File: config.mk
export PLATFORM = sky130hd
export DESIGN_NAME = rvde_control
export DESIGN_NICKNAME = d
export VERILOG_FILES = /design/src/rtl/rvde_pkg.sv /design/src/rtl/rvde_control.sv
export SDC_FILE = /design/constraint.sdc
export NUM_CORES = 1
export LEC_CHECK = 0
export ABC_AREA = 1
export BUFFER_PORTS_ARGS = -buffer_cell sky130_fd_sc_hd__buf_4
export CAP_MARGIN = 10
export CORE_AREA = 2 2 39 41
export CTS_CLUSTER_SIZE = 30
export DETAILED_ROUTE_END_ITERATION = 10
export DIE_AREA = 0 0 41 43
export HOLD_SLACK_MARGIN = 0.08
export PLACE_DENSITY = 0.44
export SYNTH_ARGS = -nofsm -noshare
export SYNTH_HDL_FRONTEND = slang
export SYNTH_SLANG_ARGS = --single-unit
export TNS_END_PERCENT = 5
File: constraint.sdc
create_clock -name clk -period 1.5 [get_ports clk]
set_clock_uncertainty 0.05 [all_clocks]
set_input_delay 0.075 -clock clk [delete_from_list [all_inputs] [get_ports clk]]
set_output_delay 0.075 -clock clk [all_outputs]
set_load 0.02 [all_outputs]
File: src/rtl/rvde_pkg.sv
// Package for the RV32IM decode/execute core: opcodes, codes, shared structs.
// No dependencies.
package rvde_pkg;

    localparam logic [6:0] OPC_LUI    = 7'h37;
    localparam logic [6:0] OPC_AUIPC  = 7'h17;
    localparam logic [6:0] OPC_JAL    = 7'h6F;
    localparam logic [6:0] OPC_JALR   = 7'h67;
    localparam logic [6:0] OPC_BRANCH = 7'h63;
    localparam logic [6:0] OPC_LOAD   = 7'h03;
    localparam logic [6:0] OPC_STORE  = 7'h23;
    localparam logic [6:0] OPC_IMM    = 7'h13;
    localparam logic [6:0] OPC_OP     = 7'h33;
    localparam logic [6:0] OPC_FENCE  = 7'h0F;
    localparam logic [6:0] OPC_SYSTEM = 7'h73;

    localparam logic [31:0] INST_ECALL  = 32'h0000_0073;
    localparam logic [31:0] INST_EBREAK = 32'h0010_0073;
    localparam logic [31:0] INST_MRET   = 32'h3020_0073;

    localparam logic [11:0] CSR_MSTATUS = 12'h300;
    localparam logic [11:0] CSR_MTVEC   = 12'h305;
    localparam logic [11:0] CSR_MEPC    = 12'h341;
    localparam logic [11:0] CSR_MCAUSE  = 12'h342;
    localparam logic [31:0] CAUSE_ECALL = 32'h0000_000B;

    localparam logic [1:0] KIND_NONE  = 2'd0;
    localparam logic [1:0] KIND_READ  = 2'd1;
    localparam logic [1:0] KIND_WRITE = 2'd2;

    localparam logic [1:0] ST_OK      = 2'd0;
    localparam logic [1:0] ST_HALT    = 2'd1;
    localparam logic [1:0] ST_ILLEGAL = 2'd2;
    localparam logic [1:0] ST_KIND    = 2'd3;

    localparam logic CMD_INST = 1'b0;
    localparam logic CMD_LOAD = 1'b1;

    localparam logic [1:0] RESET_PC_ADDR = 2'd0;

    typedef struct packed {
        logic [31:0] next_pc;
        logic [1:0]  mem_kind;
        logic [1:0]  mem_size;
        logic [31:0] mem_address;
        logic [31:0] mem_write_data;
        logic [1:0]  status;
        logic [31:0] halt_code;
    } result_t;

    // controller -> datapath
    typedef struct packed {
        logic        exec;      // execute the captured item (single cycle)
        logic        div_start; // launch the divider
    } cmd_t;

    // datapath -> controller
    typedef struct packed {
        logic needs_div;
        logic div_busy;
    } stat_t;

endpackage

File: src/rtl/rvde_control.sv
// Controller: input capture, divider wait and output register handshake.
// Depends on rvde_pkg.
module rvde_control
    import rvde_pkg::*;
(
    input  logic  clk,
    input  logic  rst_n,
    input  logic  in_valid,
    output logic  in_ready,
    output logic  capture,
    output logic  load_out,
    input  logic  out_free,
    input  stat_t stat,
    output cmd_t  ctl
);

    typedef enum logic [2:0] {
        S_IDLE = 3'b001,
        S_EXEC = 3'b010,
        S_DIV  = 3'b100
    } state_t;

    state_t state_reg, state_next;

    always_comb
    begin
        state_next = state_reg;
        ctl        = '0;
        capture    = 1'b0;
        load_out   = 1'b0;
        in_ready   = 1'b0;
        case (state_reg)
            S_IDLE:
            begin
                in_ready = 1'b1;
                if (in_valid)
                begin
                    capture    = 1'b1;
                    state_next = S_EXEC;
                end
            end
            S_EXEC:
            begin
                if (stat.needs_div)
                begin
                    ctl.div_start = 1'b1;
                    state_next    = S_DIV;
                end
                else if (out_free)
                begin
                    ctl.exec   = 1'b1;
                    load_out   = 1'b1;
                    state_next = S_IDLE;
                end
            end
            S_DIV:
            begin
                if (!stat.div_busy && out_free)
                begin
                    ctl.exec         = 1'b1;
                    load_out         = 1'b1;
                    state_next       = S_IDLE;
                end
            end
            default: state_next = S_IDLE;
        endcase
    end

    always_ff @(posedge clk or negedge rst_n)
    begin
        if (!rst_n)
            state_reg <= S_IDLE;
        else
            state_reg <= state_next;
    end

    a_onehot: assert property (@(posedge clk) disable iff (!rst_n) $onehot(state_reg))
        else $error("state not one-hot");
    a_exec_out: assert property (@(posedge clk) disable iff (!rst_n)
        ctl.exec |-> load_out) else $error("exec without output load");
    a_div_wait: assert property (@(posedge clk) disable iff (!rst_n)
        ctl.div_start |=> state_reg == S_DIV) else $error("divider not awaited");
    a_capture: assert property (@(posedge clk) disable iff (!rst_n)
        capture |=> state_reg == S_EXEC) else $error("capture lost");

endmodule
==> impl_results.html, run 1 <==
<table>
<tr><th>Metric</th><th>Value</th></tr>
<tr><th colspan="2">Outcome</th></tr>
<tr><td>Result of the run</td><td>complete, no violations</td></tr>
<tr><th colspan="2">Synth</th></tr>
<tr><td>Netlist cell types</td><td>12</td></tr>
<tr><td>Synthesized netlist cell count</td><td>35</td></tr>
<tr><td>Nets in the synthesized netlist</td><td>41</td></tr>
<tr><td>Post-synthesis register bit count</td><td>3</td></tr>
<tr><td>Adder-cell share of the synthesized area</td><td>0%</td></tr>
<tr><td>Synth Area in Simple Gates</td><td>a little under two fifths</td></tr>
<tr><td>Post-synth design cell area</td><td>221 um2</td></tr>
<tr><td>Post-Synthesis Mean Instance Area</td><td>approximately 6.3 um2</td></tr>
<tr><td>Multiplexer fraction of the synthesized cell area</td><td>0%</td></tr>
<tr><td>YS warnings</td><td>0</td></tr>
<tr><td>Sequential cell area fraction in the yosys report</td><td>34.5%</td></tr>
<tr><td>Parity-gate share of the synthesized area counting xor and xnor cells</td><td>0%</td></tr>
<tr><td>Synthesized-area fraction occupied by ao, oa, aoi and oai cells</td><td>7.34%</td></tr>
<tr><td>Combinational family with the most area after synthesis</td><td>simple AND/OR/NAND/NOR gates</td></tr>
<tr><th colspan="2">Global routing</th></tr>
<tr><td>Vias in the first global route</td><td>230</td></tr>
<tr><td>Wire length of the first global-routing pass</td><td>828 um</td></tr>
<tr><td>Largest net degree at the start of global routing</td><td>6</td></tr>
<tr><td>Initial antenna violation count</td><td>0</td></tr>
<tr><td>Total Routing Usage GR</td><td>7.03%</td></tr>
<tr><td>Leftover overflow at the end of global routing</td><td>0</td></tr>
<tr><th colspan="2">Layout</th></tr>
<tr><td>Final core utilization</td><td>24.4%</td></tr>
<tr><td>Filler Cell Count</td><td>163</td></tr>
<tr><td>Most frequent standard cell in the layout excluding fill and tap cells</td><td>buf_4</td></tr>
<tr><td>Most frequent cells in the layout</td><td>buf_4 (10), inv_1 (8), nor2_1 (6), nand2_1 (6), nand3_1 (4)</td></tr>
<tr><td>Layout cell share with drive strength beyond 1</td><td>33.3%</td></tr>
<tr><td>Number of nets in the layout</td><td>55</td></tr>
<tr><td>Largest register FFs</td><td>3</td></tr>
<tr><td>Layout area overhead</td><td>52.5%</td></tr>
<tr><td>Number of antenna cells inserted</td><td>0</td></tr>
<tr><th colspan="2">Worst setup path</th></tr>
<tr><td>Critical Path, Cell by Cell</td><td>nor2_1 -&gt; nand2_1 -&gt; o22ai_1 -&gt; buf_4</td></tr>
<tr><td>Critical path class</td><td>reg2out</td></tr>
<tr><td>Critical path buffer and inverter count</td><td>1</td></tr>
<tr><td>Crit path max fanout</td><td>4</td></tr>
<tr><td>Cell type of the slowest stage on the worst timing path</td><td>dfrtp_1</td></tr>
<tr><td>Highest cell delay on the worst timing path</td><td>0.39 ns</td></tr>
<tr><td>Setup crit start kind</td><td>register</td></tr>
<tr><td>Cell class contributing the biggest share of worst-path delay</td><td>flip-flops</td></tr>
<tr><td>Arr. time, crit path</td><td>1.21 ns</td></tr>
<tr><td>CP Data Required Time</td><td>1.37 ns</td></tr>
<tr><td>Kind of end point of the critical path</td><td>output pin</td></tr>
<tr><th colspan="2">Clocking</th></tr>
<tr><td>Latest clock arrival within the worst-skew pair</td><td>between 0.2 and 0.25 ns</td></tr>
<tr><td>Htree depth</td><td>1</td></tr>
<tr><td>TritonCTS Buffers</td><td>3</td></tr>
<tr><td>Cell at the root of the clock tree</td><td>clkbuf_4</td></tr>
<tr><td>Clock slew seen by the registers of the worst setup and hold paths</td><td>around 0.040 ns</td></tr>
<tr><td>Number of clock sinks seen by CTS</td><td>3</td></tr>
<tr><td>Clock tree from TritonCTS</td><td>done</td></tr>
<tr><td>Maximum clock insertion buffer count</td><td>2</td></tr>
<tr><th colspan="2">STA</th></tr>
<tr><td>Fin crit period</td><td>1.34 ns</td></tr>
<tr><td>Relative max-transition margin</td><td>88.4%</td></tr>
<tr><td>Max Clock Freq</td><td>747 MHz</td></tr>
<tr><td>Final Hold Viols</td><td>0</td></tr>
<tr><td>Final-report max-slew violation count</td><td>0</td></tr>
<tr><td>Post-route clock period utilization</td><td>just under 90%</td></tr>
<tr><td>Unrepaired setup endpoints after global routing</td><td>no</td></tr>
<tr><td>Final count of negative-setup-slack endpoints</td><td>0</td></tr>
<tr><td>TNS Setup</td><td>0 ns</td></tr>
<tr><td>Slew @ Worst Pin</td><td>0.172 ns</td></tr>
<tr><th colspan="2">Die</th></tr>
<tr><td>Std-Cell Core Area</td><td>1380 um2</td></tr>
<tr><td>Effective utilization at floorplan</td><td>between 15 and 20%</td></tr>
<tr><td>Core Rows</td><td>14</td></tr>
<tr><td>Total Die Area</td><td>1760 um2</td></tr>
<tr><td>Die width</td><td>41 um</td></tr>
<tr><td>Number of I/O pins</td><td>11</td></tr>
<tr><td>Height of the die</td><td>43 um</td></tr>
<tr><th colspan="2">Detailed routing</th></tr>
<tr><td>Count of TritonRoute iterations in the first routing pass</td><td>2</td></tr>
<tr><td>Drt via density</td><td>3.58</td></tr>
<tr><td>Routed Antenna Nets</td><td>0</td></tr>
<tr><td>WL per Instance</td><td>7.83 um</td></tr>
<tr><td>Via count</td><td>229</td></tr>
<tr><td>Remaining DRCs</td><td>0</td></tr>
<tr><td>Iter 0 DRT Violations</td><td>1</td></tr>
<tr><td>Routed Wire Length</td><td>501 um</td></tr>
<tr><th colspan="2">Power</th></tr>
<tr><td>Static Leakage</td><td>0.194 nW</td></tr>
<tr><td>Ratio of total power to cell area</td><td>1720 nW/um2</td></tr>
<tr><td>Peak supply drop</td><td>0.000726 V</td></tr>
<tr><th colspan="2">Hold path</th></tr>
<tr><td>HP Class</td><td>in2reg</td></tr>
<tr><th colspan="2">Place</th></tr>
<tr><td>Port-buffer cells</td><td>10</td></tr>
<tr><td>Gp weighted congestion</td><td>0.713</td></tr>
<tr><td>Final HPWL from detailed placement</td><td>405 um</td></tr>
<tr><th colspan="2">Job</th></tr>
<tr><td>Max-cap violations</td><td>0</td></tr>
</table>
-- synthesized netlist by cell type --
cell type,instances,area share (%)
nand4_1,1,2.8
dfrtp_1,2,23
nand2_1,6,10
nand2_2,1,2.8
o22ai_1,1,2.8
nand3_1,4,9.0
nor2_1,6,10
buf_4,2,6.8
nor2_2,1,2.8
dfstp_2,1,12
o21ai_0,2,4.5
inv_1,8,14
-- cell families after synthesis --
| family | Yosys count |
|---|---|
| buffers and inverters | 10 |
| and+or+nand+nor | 19 |
| DFF | 3 |
| AOI/OAI and AO/OA | 3 |
-- timing repair --
action | in CTS | in global routing
hold endpoints to repair | 3 | 0
hold buffers | 1 | 0
setup buffers | 0 | 0
resized for setup | 0 | 0
-- final timing paths --
check / from / to / slack [ns] / cells past startpoint
max: state_reg[1] / ctl[1] / 0.16 / 4
min: in_valid / state_reg[1] / 0.11 / 3
max reg2reg: state_reg[0] / state_reg[0] / 0.41 / 6
min reg2reg: state_reg[0] / state_reg[1] / 0.60 / 2
max in group asynchronous: rst_n / state_reg[0] / 1.09 / 2
min in group asynchronous: rst_n / state_reg[1] / 0.12 / 2
-- routing by layer --
metal,track usage (%),part of all wire [%]
met3,1.57,7.4
met5,0,0
met2,10.6,48
met4,6.00,0
met1,7.72,45
-- power by group --
part | internal [mW] | leakage, nW | total (mW) | switching [mW]
clock | 0.0996 | 0.0150 | 0.141 | 0.0410
combinational | 0.112 | 0.141 | 0.282 | 0.171
sequential | 0.123 | 0.0372 | 0.157 | 0.0340
total | 0.334 | 0.194 | 0.580 | 0.246
-- final cells by class --
cell class / count / area [um2] / share of cell area, %
inverter: 8 / 30.0 / 8.89
sequential: 3 / 76.3 / 22.6
tap: 16 / 20.0 / 5.93
multi-input combinational: 22 / 100 / 29.6
clock buffer: 4 / 26.3 / 7.78
timing repair buffer: 11 / 85.1 / 25.2
-- worst reg2reg max path: stages (launching register included) --
cell     delay [ns]
dfstp_2        0.56
inv_1          0.05
nand3_1        0.12
nand2_1        0.06
nand2_1        0.06
nor2_1         0.04
nor2_1         0.09
-- metrics by stage --
stage / cell area [um2] / instances / worst slack [ns] / power [mW] / hold slack (ns)
after floorplan: 221 / 35 / 0.175 / 0.348 / -0.271
after global placement: 302 / 59 / 0.400 / 0.440 / -0.184
after detailed placement: 302 / 59 / 0.388 / 0.444 / -0.183
after CTS: 338 / 64 / 0.153 / 0.593 / 0.105
after global routing: 338 / 64 / 0.0438 / 0.641 / 0.128
final: 338 / 64 / 0.161 / 0.580 / 0.110
(Power assumes the default switching activity.)
==> inputs of run 2 (changes only) <==
--- a/config.mk
+++ b/config.mk
@@ -5,7 +5,6 @@
 export SDC_FILE = /design/constraint.sdc
 export NUM_CORES = 1
 export LEC_CHECK = 0
-export ABC_AREA = 1
 export BUFFER_PORTS_ARGS = -buffer_cell sky130_fd_sc_hd__buf_4
 export CAP_MARGIN = 10
 export CORE_AREA = 2 2 39 41
@@ -13,7 +12,8 @@
 export DETAILED_ROUTE_END_ITERATION = 10
 export DIE_AREA = 0 0 41 43
 export HOLD_SLACK_MARGIN = 0.08
-export PLACE_DENSITY = 0.44
+export PLACE_DENSITY = 0.43
+export SLEW_MARGIN = 20
 export SYNTH_ARGS = -nofsm -noshare
 export SYNTH_HDL_FRONTEND = slang
 export SYNTH_SLANG_ARGS = --single-unit
==> impl_results.html, run 2 <==
<table>
<tr><th>Metric</th><th>Value</th></tr>
<tr><th colspan="2">Detailed routing</th></tr>
<tr><td>WL per Instance</td><td>9.75 um (+24%)</td></tr>
<tr><td>Via count</td><td>226 (-1.3%)</td></tr>
<tr><td>Remaining DRCs</td><td>0 (unchanged)</td></tr>
<tr><td>Drt via density</td><td>4.11 (+15%)</td></tr>
<tr><td>Routed Wire Length</td><td>536 um (+7.0%)</td></tr>
<tr><td>Routed Antenna Nets</td><td>0 (unchanged)</td></tr>
<tr><td>Iter 0 DRT Violations</td><td>2 (+1)</td></tr>
<tr><td>Count of TritonRoute iterations in the first routing pass</td><td>2 (unchanged)</td></tr>
<tr><th colspan="2">Synth</th></tr>
<tr><td>Cell type contributing the most total cell area after synthesis</td><td>dfrtp_1</td></tr>
<tr><td>Number of enable-type register cells in the synthesized netlist</td><td>0 (unchanged)</td></tr>
<tr><td>Leading post-synthesis cells by instance count</td><td>nor3b_1 (4), nor2b_1 (3)</td></tr>
<tr><td>Post-Synthesis Mean Instance Area</td><td>8.61 um2 (+36%)</td></tr>
<tr><td>Netlist cell types</td><td>15 (+3)</td></tr>
<tr><td>Synthesized netlist cell count</td><td>26 (-26%)</td></tr>
<tr><td>Synth async-reset ratio</td><td>100% (unchanged)</td></tr>
<tr><td>Post-synth design cell area</td><td>224 um2 (+1.1%)</td></tr>
<tr><td>Area share of the largest cell type after synthesis</td><td>22.3% (-0.25 points)</td></tr>
<tr><td>Most used standard cell by instance count after synthesis</td><td>nor3b_1</td></tr>
<tr><td>Synth top area cells</td><td>dfrtp_1 (22%), nor3b_1 (13%), dfstp_2 (12%), nor2b_1 (8.4%), buf_4 (6.7%)</td></tr>
<tr><td>Top FF cell, synth</td><td>dfrtp_1</td></tr>
<tr><td>Nets in the synthesized netlist</td><td>32 (-22%)</td></tr>
<tr><td>YS warnings</td><td>0 (unchanged)</td></tr>
<tr><td>Sequential cell area fraction in the yosys report</td><td>34.1% (-0.39 points)</td></tr>
<tr><td>Post-synthesis register bit count</td><td>3 (unchanged)</td></tr>
<tr><th colspan="2">Global routing</th></tr>
<tr><td>Total Routing Usage GR</td><td>7.14% (+0.11 points)</td></tr>
<tr><td>Vias in the first global route</td><td>204 (-11%)</td></tr>
<tr><td>Initial antenna violation count</td><td>0 (unchanged)</td></tr>
<tr><td>Largest net degree at the start of global routing</td><td>10 (+4)</td></tr>
<tr><td>Wire length of the first global-routing pass</td><td>862 um (+4.1%)</td></tr>
<tr><td>Leftover overflow at the end of global routing</td><td>0 (unchanged)</td></tr>
<tr><th colspan="2">STA</th></tr>
<tr><td>Max Clock Freq</td><td>696 MHz (-6.8%)</td></tr>
<tr><td>Final count of negative-setup-slack endpoints</td><td>0 (unchanged)</td></tr>
<tr><td>Post-route clock period utilization</td><td>95.7% (+6.5 points)</td></tr>
<tr><td>Final-report max-slew violation count</td><td>0 (unchanged)</td></tr>
<tr><td>Unrepaired setup endpoints after global routing</td><td>yes</td></tr>
<tr><td>Fin crit period</td><td>1.44 ns (+0.0969 ns)</td></tr>
<tr><td>Tightest hold margin</td><td>0.103 ns (-0.00715 ns)</td></tr>
<tr><td>Slew @ Worst Pin</td><td>0.213 ns (+0.0405 ns)</td></tr>
<tr><td>Final Hold Viols</td><td>0 (unchanged)</td></tr>
<tr><td>Relative max-transition margin</td><td>85.7% (-2.7 points)</td></tr>
<tr><th colspan="2">Clocking</th></tr>
<tr><td>Number of clock sinks seen by CTS</td><td>3 (unchanged)</td></tr>
<tr><td>Cell at the root of the clock tree</td><td>clkbuf_4</td></tr>
<tr><td>TritonCTS Buffers</td><td>3 (unchanged)</td></tr>
<tr><td>Htree depth</td><td>1 (unchanged)</td></tr>
<tr><td>Maximum clock insertion buffer count</td><td>2 (unchanged)</td></tr>
<tr><td>Clock tree from TritonCTS</td><td>done</td></tr>
<tr><td>Latest clock arrival within the worst-skew pair</td><td>0.23 ns (about the same)</td></tr>
<tr><td>Clock slew seen by the registers of the worst setup and hold paths</td><td>0.04 ns (about the same)</td></tr>
<tr><th colspan="2">Worst setup path</th></tr>
<tr><td>Critical path buffer and inverter count</td><td>1 (unchanged)</td></tr>
<tr><td>Kind of end point of the critical path</td><td>output pin</td></tr>
<tr><td>Crit path max fanout</td><td>9 (+5)</td></tr>
<tr><td>Highest cell delay on the worst timing path</td><td>0.47 ns (+0.08 ns)</td></tr>
<tr><td>CP Data Required Time</td><td>1.37 ns (about the same)</td></tr>
<tr><td>CP most frequent cell</td><td>nor3b_2</td></tr>
<tr><td>Critical path class</td><td>reg2out</td></tr>
<tr><td>R2r worst-path depth</td><td>3 (-3)</td></tr>
<tr><td>Cell class contributing the biggest share of worst-path delay</td><td>flip-flops</td></tr>
<tr><td>R2r startpoint</td><td>state_reg[0]</td></tr>
<tr><td>Critical register-to-register path endpoint</td><td>state_reg[1]</td></tr>
<tr><td>Arr. time, crit path</td><td>1.31 ns (+0.10 ns)</td></tr>
<tr><td>Total number of cells along the worst setup path</td><td>4 (unchanged)</td></tr>
<tr><td>Cell type of the slowest stage on the worst timing path</td><td>dfrtp_2</td></tr>
<tr><td>Critical Path, Cell by Cell</td><td>nor3b_2 -&gt; a21oi_2 -&gt; nor3b_2 -&gt; buf_4</td></tr>
<tr><td>Setup crit start kind</td><td>register</td></tr>
<tr><td>Register-to-register setup slack</td><td>0.35 ns (-0.06 ns)</td></tr>
<tr><th colspan="2">Die</th></tr>
<tr><td>Total Die Area</td><td>1760 um2 (unchanged)</td></tr>
<tr><td>Std-Cell Core Area</td><td>1380 um2 (unchanged)</td></tr>
<tr><td>Number of I/O pins</td><td>11 (unchanged)</td></tr>
<tr><td>Height of the die</td><td>43 um (unchanged)</td></tr>
<tr><td>Core Rows</td><td>14 (unchanged)</td></tr>
<tr><td>Effective utilization at floorplan</td><td>16.2% (+0.18 points)</td></tr>
<tr><td>Die width</td><td>41 um (unchanged)</td></tr>
<tr><th colspan="2">Power</th></tr>
<tr><td>Total power</td><td>0.554 mW (-4.5%)</td></tr>
<tr><td>Static Leakage</td><td>0.148 nW (-24%)</td></tr>
<tr><td>Peak supply drop</td><td>0.000345 V (-52%)</td></tr>
<tr><td>Ratio of total power to cell area</td><td>1510 nW/um2 (-12%)</td></tr>
<tr><th colspan="2">Layout</th></tr>
<tr><td>Filler Cell Count</td><td>157 (-3.7%)</td></tr>
<tr><td>Number of antenna cells inserted</td><td>0 (unchanged)</td></tr>
<tr><td>Most frequent standard cell in the layout excluding fill and tap cells</td><td>buf_4</td></tr>
<tr><td>Number of nets in the layout</td><td>46 (-16%)</td></tr>
<tr><td>Largest register FFs</td><td>3 (unchanged)</td></tr>
<tr><td>Most frequent cells in the layout</td><td>buf_4 (10), nor3b_2 (3), nor2b_1 (3), clkbuf_4 (3)</td></tr>
<tr><td>Layout area overhead</td><td>63.7%</td></tr>
<tr><td>Sequential cell area</td><td>78.8 um2 (+3.3%)</td></tr>
<tr><td>Layout cell share with drive strength beyond 1</td><td>53.8% (+21 points)</td></tr>
<tr><td>Area of the multi-input gates</td><td>143 um2 (+43%)</td></tr>
<tr><th colspan="2">Place</th></tr>
<tr><td>Final HPWL from detailed placement</td><td>429 um (+5.9%)</td></tr>
<tr><td>Port-buffer cells</td><td>10 (unchanged)</td></tr>
<tr><td>Gp weighted congestion</td><td>0.752 (+5.5%)</td></tr>
<tr><th colspan="2">Hold path</th></tr>
<tr><td>HP Class</td><td>in2reg</td></tr>
<tr><td>Startpoint of the most critical hold path</td><td>stat[1]</td></tr>
<tr><td>Worst min-delay path endpoint</td><td>state_reg[1]</td></tr>
<tr><td>Hold Path Stages</td><td>3 (unchanged)</td></tr>
<tr><th colspan="2">Job</th></tr>
<tr><td>Max-cap violations</td><td>0 (unchanged)</td></tr>
<tr><th colspan="2">Outcome</th></tr>
<tr><td>Result of the run</td><td>complete, no violations</td></tr>
</table>
-- run 2: cell types whose count changed in the layout (fill, tap and decap cells not counted), moves of 2 or more --
cell,before,now
nand2_1,6,0
dfrtp_1,2,0
nand3b_1,0,2
dfrtp_2,0,2
nor3b_2,0,3
o31ai_1,0,2
nor2_1,6,1
inv_1,8,1
nand3_1,4,0
nor2b_1,0,3
-- run 2: worst max path at each step --
| stage | start | slack (ns) | end |
|---|---|---|---|
| 4_1_cts | state_reg[0] | 0.003 | capture |
| 3_5_place_dp | state_reg[2] | 0.21 | load_out |
| 3_3_place_gp | state_reg[2] | 0.23 | load_out |
| 2_1_floorplan | state_reg[0] | -0.08 | capture |
| 6_report | state_reg[2] | 0.06 | load_out |
| 5_1_grt | state_reg[2] | -0.009 | load_out |
-- run 2: tightest hold or removal path, delay by kind of cell --
kind	cells	cell delay, ns
buffers and inverters	1	0.11
AND/OR/NAND/NOR	1	0.10
AO/OA/AOI/OAI	1	0.06
-- run 2: repair_timing --
| action | 4_1_cts | 5_1_grt |
|---|---|---|
| setup buffers | 0 | 0 |
| hold buffers | 2 | 0 |
| pin swaps | 0 | 1 |
| endpoints found under the hold margin | 4 | 0 |
| setup endpoints to repair | 2 | 3 |
| resized for setup | 3 | 2 |
-- run 2: power breakdown --
part / switching, mW / total, mW / internal (mW)
sequential: 0.0554 / 0.177 / 0.122
combinational: 0.110 / 0.233 / 0.123
clock: 0.0432 / 0.143 / 0.0998
total: 0.209 / 0.554 / 0.345
-- run 2: cell type report --
type / count / share of cell area (%)
multi-input cells: 19 / 38.9
well taps: 16 / 5.46
clock buffers: 4 / 7.17
repair buffers: 12 / 25.9
flip-flops and latches: 3 / 21.5
inverters: 1 / 1.02
-- run 2: routing by layer --
layer,up-vias,wire (um),global-route usage (%),part of all wire [%]
li1,114,-,-,-
met1,102,260,10.4,49
met2,10,233,9.38,43
met3,0,42,3.14,7.8
met4,0,0,2.00,0
met5,-,0,0,0
-- run 2: cell families after synthesis --
kind of cell / share of synthesized area, %
compound gates: 15.6
buf+inv: 10.6
flops: 34.1
simple gates: 39.7
-- run 2: through the flow --
stage | setup TNS (ns) | cell area (um2) | cells | worst slack (ns) | util (%)
2_1_floorplan | -0.0823 | 229 | 26 | -0.0823 | -
3_3_place_gp | 0 | 304 | 49 | 0.231 | 22.0
3_5_place_dp | 0 | 304 | 49 | 0.214 | 22.0
4_1_cts | 0 | 358 | 55 | 0.00343 | 25.9
5_1_grt | -0.0161 | 367 | 55 | -0.00881 | 26.5
6_report | 0 | 367 | 55 | 0.0638 | 26.5
